**config.mk**
```make
export PLATFORM = sky130hd
export DESIGN_NAME = bfa_cell
export DESIGN_NICKNAME = d
export VERILOG_FILES = /design/src/sv/bfa_pkg.sv /design/src/sv/bfa_cell.sv
export SDC_FILE = /design/constraint.sdc
export NUM_CORES = 1
export LEC_CHECK = 0
export BUFFER_PORTS_ARGS = -buffer_cell sky130_fd_sc_hd__buf_4
export CAP_MARGIN = 30
export CORE_ASPECT_RATIO = 1.4
export CORE_MARGIN = 2
export CORE_UTILIZATION = 45
export CTS_CLUSTER_DIAMETER = 200
export DETAILED_ROUTE_END_ITERATION = 7
export GPL_TIMING_DRIVEN = 0
export PLACE_DENSITY_LB_ADDON = 0.08
export SETUP_SLACK_MARGIN = 0.2
export SYNTH_ARGS = -nofsm -noshare
export SYNTH_HDL_FRONTEND = slang
export SYNTH_SLANG_ARGS = --single-unit
```
**constraint.sdc**
```tcl
create_clock -name clk -period 3.8 [get_ports clk]
set_input_delay 0.38 -clock clk [delete_from_list [all_inputs] [get_ports clk]]
set_output_delay 0.38 -clock clk [all_outputs]
set_load 0.02 [all_outputs]
```
**src/sv/bfa_pkg.sv**
```systemverilog
// Shared types and constants for the best-fit free-extent allocator.
// No dependencies; used by bfa_cell and the top level.
package bfa_pkg;

  localparam int MAX_EXTENTS_DEF = 64;
  localparam int PAGE_BITS_DEF   = 16;
  localparam int FIELD_W         = 16;
  localparam int STATUS_W        = 2;

  localparam logic [FIELD_W-1:0] HEAP_RESET = 16'd4096;

  localparam logic [STATUS_W-1:0] ST_OK    = 2'd0;
  localparam logic [STATUS_W-1:0] ST_NOFIT = 2'd1;
  localparam logic [STATUS_W-1:0] ST_FULL  = 2'd2;

  typedef logic [2:0] op_t;

  localparam op_t OP_HOLD   = 3'd0;
  localparam op_t OP_INIT   = 3'd1;
  localparam op_t OP_CAND   = 3'd2;
  localparam op_t OP_BIT    = 3'd3;
  localparam op_t OP_REMOVE = 3'd4;
  localparam op_t OP_UNDO   = 3'd5;
  localparam op_t OP_INSERT = 3'd6;
  localparam op_t OP_MERGE  = 3'd7;

  typedef struct packed {
    op_t  op;
    logic any_zero;
  } cell_cmd_t;

endpackage

```
**src/sv/bfa_cell.sv**
```systemverilog
// One slot of the extent row: holds an extent, talks to its two neighbors.
// Depends on bfa_pkg.
module bfa_cell import bfa_pkg::*; #(
  parameter int PW    = PAGE_BITS_DEF,
  parameter int CW    = 16,
  parameter int BW    = 5,
  parameter bit FIRST = 1'b0
) (
  input  logic          clk,
  input  logic          rst,
  input  cell_cmd_t     cmd,
  input  logic [BW-1:0] bit_sel,
  input  logic [PW-1:0] key_start,
  input  logic [PW:0]   key_len,
  input  logic [CW-1:0] cnt,
  input  logic [PW:0]   init_len,
  input  logic          init_nz,
  input  logic          left_valid,
  input  logic [PW-1:0] left_start,
  input  logic [PW:0]   left_len,
  input  logic          right_valid,
  input  logic [PW-1:0] right_start,
  input  logic [PW:0]   right_len,
  input  logic          right_tag,
  input  logic          chain_in,
  output logic          chain_out,
  output logic          valid,
  output logic [PW-1:0] start,
  output logic [PW:0]   len,
  output logic          tag,
  output logic          cand,
  output logic          zb,
  output logic          touch,
  output logic [PW-1:0] sel_start,
  output logic [PW:0]   sel_len
);

  localparam int LW = PW + 1;

  logic gt;
  logic mark;
  logic sel;

  assign gt    = !valid || (start > key_start);
  assign touch = valid && right_valid && ((LW'(start) + len) == LW'(right_start));
  assign mark  = (cmd.op == OP_UNDO) ? tag : cand;
  assign sel   = mark && !chain_in;
  assign zb    = cand && !len[bit_sel];
  assign sel_start = sel ? start : '0;
  assign sel_len   = sel ? len : '0;

  always_comb begin
    unique case (cmd.op)
      OP_INSERT:           chain_out = gt;
      OP_MERGE:            chain_out = touch || chain_in;
      OP_REMOVE, OP_UNDO:  chain_out = mark || chain_in;
      default:             chain_out = 1'b0;
    endcase
  end

  always_ff @(posedge clk) begin
    if (rst || cmd.op == OP_INIT) begin
      valid <= FIRST && init_nz;
      start <= '0;
      len   <= init_len;
      tag   <= 1'b0;
      cand  <= 1'b0;
    end else begin
      unique case (cmd.op)
        OP_CAND: cand <= valid && (CW'(len) >= cnt);
        OP_BIT: begin
          if (cmd.any_zero && len[bit_sel]) cand <= 1'b0;
        end
        OP_REMOVE, OP_UNDO: begin
          if (sel || chain_in) begin
            valid <= right_valid;
            start <= right_start;
            len   <= right_len;
            tag   <= right_tag;
          end
        end
        OP_INSERT: begin
          tag <= gt && !chain_in;
          if (gt && !chain_in) begin
            valid <= 1'b1;
            start <= key_start;
            len   <= key_len;
          end else if (gt) begin
            valid <= left_valid;
            start <= left_start;
            len   <= left_len;
          end
        end
        OP_MERGE: begin
          if (touch && !chain_in) begin
            len <= len + right_len;
          end else if (chain_in) begin
            valid <= right_valid;
            start <= right_start;
            len   <= right_len;
            tag   <= right_tag;
          end
        end
        OP_HOLD, OP_INIT: ;
      endcase
    end
  end

endmodule

```
# [After elaboration in Yosys (flattened, before gate mapping)]
# Cells that the tools add are included.
[word_totals] register_bits=36 inputBits=148 word_cells=81
[classes] n_addsub=2 magnitude_cmp=3 eq_ne=16 n_mux=31 n_reduce_logical=24
[ops] operator="2-to-1 mux 17 bit" n=7
[ops] operator="2-to-1 mux 16 bit" n=6
[ops] operator="one-hot mux 17 bit (3 select lines)" n=1
[ops] operator="one-hot mux 16 bit (3 select lines)" n=1
[ops] operator="adder 16 x 17 -> 17 bit" n=1
[ops] operator="adder 17 bit" n=1
[ops] operator="== test 17 x 16 -> 1 bit" n=1
[ops] operator=">= comparator 16 bit" n=1
[ops] operator="greater-than comparator 16 bit" n=1
[ops] operator="== test 3 bit, second input constant" n=4
[ops] operator="2-to-1 mux 1 bit" n=11
[ops] operator="one-hot mux 1 bit (3 select lines)" n=3
[ops] operator="logical AND 1 bit" n=8
[ops] operator="!= test 2 bit, second input constant" n=4
[ops] operator="!= test 4 bit, second input constant" n=2
[ops] operator="AND reduction 4 bit" n=2
[ops] operator="== test 3 x 2 -> 1 bit, second input constant" n=2
[ops] operator="less-than comparator 5 x 6 -> 1 bit, second input constant" n=1
[ops] operator="!= test 3 bit, second input constant" n=2
[ops] operator="binary-select mux 1 bit (select 5 bit)" n=1
[ops] operator="logical OR 1 bit" n=5
[ops] operator="AND reduction 5 bit" n=1
[ops] operator="nonzero test 4 bit" n=1
[ops] operator="== test 3 x 1 -> 1 bit, second input constant" n=1
[ops] operator="other kinds (6)" n=8

# [Logic depth before layout (Yosys ltp)]
[depth] ltp_word=7 mapped_depth=14 mapped_depth_nobuf=13

# [Worst setup path before layout]
# No wires, ideal clock.
[synth_path] kind="register to register" start="reg len[0]" end="reg len[0], enable pin" setup_ns=0.376 t_arrival_ns=3.821 path_slack_ns=-0.397 path_stages_with_launch=12 period_less_slack_ns=4.197 cell_sequence="edfxtp_1 -> ha_1 -> fa_1 -> a211oi_1 -> o31ai_2 -> o221a_2 -> o41ai_1 -> mux4_2 -> nor4_1 -> o21ai_0 -> a21oi_1 -> nand2b_1"
[synth_via] elab_chain_len=6
[synth_lines] element="from (decl)" line="bfa_cell.sv:29" source="output logic [PW:0] len,"
[synth_lines] element="from (signal assigned)" line="bfa_cell.sv:65" source="len <= init_len;"
[synth_lines] element="from (signal assigned)" line="bfa_cell.sv:78" source="len <= right_len;"
[synth_lines] element="from (signal assigned)" line="bfa_cell.sv:87" source="len <= key_len;"
[synth_lines] element="adder 16 x 17 -> 17 bit" line="bfa_cell.sv:45" source="assign touch = valid && right_valid && ((LW'(start) + len) == LW'(right_start));"
[synth_lines] element="== test 17 x 16 -> 1 bit" line="bfa_cell.sv:45"
[synth_lines] element="logical AND 1 bit" line="bfa_cell.sv:45"
[synth_lines] element="logical AND 1 bit" line="bfa_cell.sv:95" source="if (touch && !chain_in) begin"
[synth_lines] element="!= test 4 bit (no line)"
[synth_lines] element="AND reduction 4 bit (no line)"
# Every way passes these cells.
# A chain may end at the register's enable or synchronous reset.

# [Worst setup path after layout]
[layout_path] start="reg len[0]" end="out chain_out"
[layout_via] elab_chain_len=5
[layout_lines] element="adder 16 x 17 -> 17 bit" line="bfa_cell.sv:45"
[layout_lines] element="== test 17 x 16 -> 1 bit" line="bfa_cell.sv:45"
[layout_lines] element="logical AND 1 bit" line="bfa_cell.sv:45"
[layout_lines] element="logical OR 1 bit" line="bfa_cell.sv:55" source="OP_MERGE: chain_out = touch || chain_in;"
[layout_lines] element="one-hot mux 1 bit (3 select lines)" line="bfa_cell.sv:53" source="unique case (cmd.op)"
[layout_lines] element="to (decl)" line="bfa_cell.sv:26" source="output logic chain_out,"
# Every way passes these cells.

==> run metrics <==
vias in the first global route=6713; P_sw=0.838 mW; Avg Synthesized Cell Area=about 7.5 µm²; pre-CTS setup slack=-0.516 ns; initial core utilization=45.5%; CP max stage delay=roughly 0.56 ns; sequential share of power=25.3%; routability congestion estimate=roughly 0.97; CTS tree=built; Final Slew Violations=0; Logic pwr share=between 50 and 60%; Worst-Skew Late Latency=approximately 0.29 ns; cells after synthesis=around 700; DR vias=approximately 6600; Yosys Warn Count=0; die width=about 96 µm; Hold Path Origin=init_len[4]; Post-DRT Antenna Nets=0; EDFF count, synth=17; global route total overflow=0; Setup Skew=around 0.011 ns; Die Ht=roughly 130 µm; Setup CP Type=flop to output pin; Final HPWL DP=roughly 18000 µm; std cell rows=47; Tcrit/Tclk final=approximately 100%; overall power=2.02 mW; hold endpoint=len[4]$_DFFE_PP_; Worst EP required=between 3 and 4 ns; Crit path top cell by count=nand4_1; pwr dens=around 260 nW/µm²; worst path cell trace=ha_2, fa_2, xnor2_2, nand4_1, nor4_2, nand4_1, nor3_2, nand4_1, nor4_2, o21ai_1, a21oi_2, buf_6; fraction of registers with async set/reset=0%; global-route wire length before repair=33700 µm; WHS Path Cells=3; RSZ-0062 raised after global routing=yes; initial antenna violation count=0; RR Endpoint=len[0]$_DFFE_PP_; Final Hold Fails=0; CORE AREA=11700 µm²; crit path max fanout=3; Clock Pin Slew Worst Setup and Hold Paths=roughly 0.070 ns; Crit Reg-Reg Startpoint=len[0]$_DFFE_PP_; Tot GR Track Use=a little over a third; antenna diode count=0; buffer depth of the longest clock path=2; Largest delay share family, worst path=simple AND/OR/NAND/NOR gates; P&R area growth vs syn=45.3%; Post-synth top flop=dfxtp_1; Port Buffers=~220; final WL=about 22000 µm; final setup margin=0.0934 ns; DR DRC count=0; Hold WC Path Type=input pin to flop; root buf cell=clkbuf_16; CP max stage cell=fa_2; Seq/Total Area, Yosys=approximately 17%; net count of the mapped netlist=between 900 and 1000; FMAX=270 MHz; Max-Cap Viols=0; Crit path buffers/inverters=1; leakage power=between 3 and 4 nW; clock sink count=36; I/O pins=220; Vias/cell=around 6.0; switching part of the total power=between 40% and 50%; critical path endpoint category=output pin; full die area=between 10000 and 15000 µm²; worst reg2reg setup slack=0.10 ns; R2R depth=13; CTS HTree Levels=2; clock buffer count from CTS=5; cell-internal power=between 1 and 1.5 mW; peak supply drop=approximately 200 µV; largest net degree at the start of global routing=11; actual slew at the worst max-slew pin=~0.77 ns; Clock Power Share=a little over a fifth; status=complete, no violations; Routed WL per cell=a little over 20 µm; share of layout cells above drive strength 1=between 30% and 40%; Worst EP arrival=about 3.3 ns; post-synthesis cell type count=62; Setup-failing EPs final=0; Synth Cell Area=approximately 5300 µm²; Tmin final=3.71 ns; Max transition margin=approximately half; count of nets after finishing=between 1000 and 1500; CTS Hold Buffers Added=0; 1st-iter DRT viols=between 200 and 300; Yosys reg bits=36; DRT Pass-1 Iters=4; crit start category=flop
## repair_timing
item / CTS / global route
gates resized for setup: 29 / 37
pin swaps: 10 / 17
cloned: 1 / 0
endpoints found under the setup margin: 47 / 52
buffers inserted: 14 / 3
## synth_stat cells, types with 4 or more instances
library cell	number	share of area, %
a21oi_1	64	6.0
ha_1	64	15
nand2_1	63	4.4
inv_1	51	3.6
nor2_1	49	3.5
o21ai_0	42	3.9
o211ai_1	37	5.2
and2_1	32	3.8
xnor2_1	25	4.1
clkbuf_1	24	1.7
nor3_1	20	1.9
dfxtp_1	19	7.1
edfxtp_1	17	9.6
a21o_1	16	2.3
nand2b_1	13	1.5
nand3_1	11	1.0
nand4_1	11	1.3
a31oi_1	8	0.94
o31ai_1	8	1.1
xor2_1	8	1.3
a211oi_1	7	0.99
a221o_1	7	1.3
a221oi_1	7	1.2
mux2i_1	7	1.3
nor4_1	7	0.82
or3_1	7	0.82
mux4_2	6	2.5
o21a_1	6	0.85
or2_2	6	0.70
and3_1	5	0.59
o22ai_1	5	0.59
a22oi_1	4	0.56
buf_2	4	0.38
## area by class of cell
cell class	count	area [µm²]
flip-flops and latches	36	892
fillers	1042	3970
repair buffers	235	1820
well taps	147	184
inverters	51	191
plain buffers	31	146
clock buffers	7	133
multi-input cells	588	4370
clock inverters	1	3.75
## worst min-delay path, cell delays in order
cell and delay (ns):
buf_4 0.07, nand2_1 0.04, o31ai_1 0.05
## how the worst max path moves through the flow
stage	from	endpoint	slack (ns)	cells past startpoint
6_report	len[0]$_DFFE_PP_	chain_out	0.09	12
5_1_grt	start[1]$_SDFFE_PP0P_	len[1]$_DFFE_PP_	-0.06	13
4_1_cts	len[0]$_DFFE_PP_	chain_out	0.07	11
3_5_place_dp	len[8]$_DFFE_PP_	len[9]$_DFFE_PP_	-0.52	13
3_3_place_gp	len[8]$_DFFE_PP_	len[9]$_DFFE_PP_	-0.53	13
2_1_floorplan	len[0]$_DFFE_PP_	len[13]$_DFFE_PP_	0.15	13
## power by group through the flow
stage | Combinational, mW | Sequential [mW] | Clock [mW]
finish | 1.09 | 0.511 | 0.424
global placement | 0.958 | 0.520 | 0
detailed placement | 0.980 | 0.520 | 0
CTS | 1.04 | 0.508 | 0.422
global route | 1.18 | 0.515 | 0.439
floorplan | 0.589 | 0.531 | 0
## cells by family after synthesis
family / after synthesis / synth area share, %
AOI/OAI and AO/OA: 235 / 29.0
xor gates and xnor gates: 33 / 5.43
adders and majority gates: 66 / 15.8
buffers and inverters: 83 / 6.11
DFF: 36 / 16.7
muxes: 13 / 3.85
and+or+nand+nor: 241 / 23.1
## sequential cells by signal, indices dropped and copies added (netlist names)
name	cells
cand	1
len	17
start	16
tag	1
valid	1
## layer usage
| layer | track usage [%] | vias to the layer above | part of all wire (%) |
|---|---|---|---|
| met2 | 63.1 | 304 | 53 |
| li1 | - | 3111 | - |
| met1 | 35.3 | 3074 | 34 |
| met4 | 22.5 | 0 | 6.6 |
| met3 | 5.52 | 85 | 6.1 |
| met5 | 0 | - | 0 |
## cells in the final DEF, fill, tap and decap left out, types with 19 or more instances in the layout
master    count
o211ai_1     37
ha_1         63
a21oi_1      57
inv_1        51
nand2_1      62
clkbuf_1     22
xnor2_1      21
o21ai_0      31
and2_1       33
nor3_1       19
nor2_1       48
buf_4       226
## stage by stage
| stage | std cells | cell area [µm²] | hold WS (ns) | utilization, % | setup TNS [ns] |
|---|---|---|---|---|---|
| 5_1_grt | 1096 | 7740 | 0.370 | 66.1 | -0.219 |
| 4_1_cts | 1093 | 7570 | 0.356 | 64.7 | 0 |
| 3_5_place_dp | 1071 | 7170 | 0.495 | 61.3 | -9.05 |
| 6_report | 1096 | 7740 | 0.359 | 66.1 | 0 |
| 2_1_floorplan | 707 | 5360 | 0.560 | - | 0 |
| 3_3_place_gp | 1070 | 7160 | 0.494 | 61.2 | -10.56 |
Note: power is estimated with default switching activity, not from simulation.
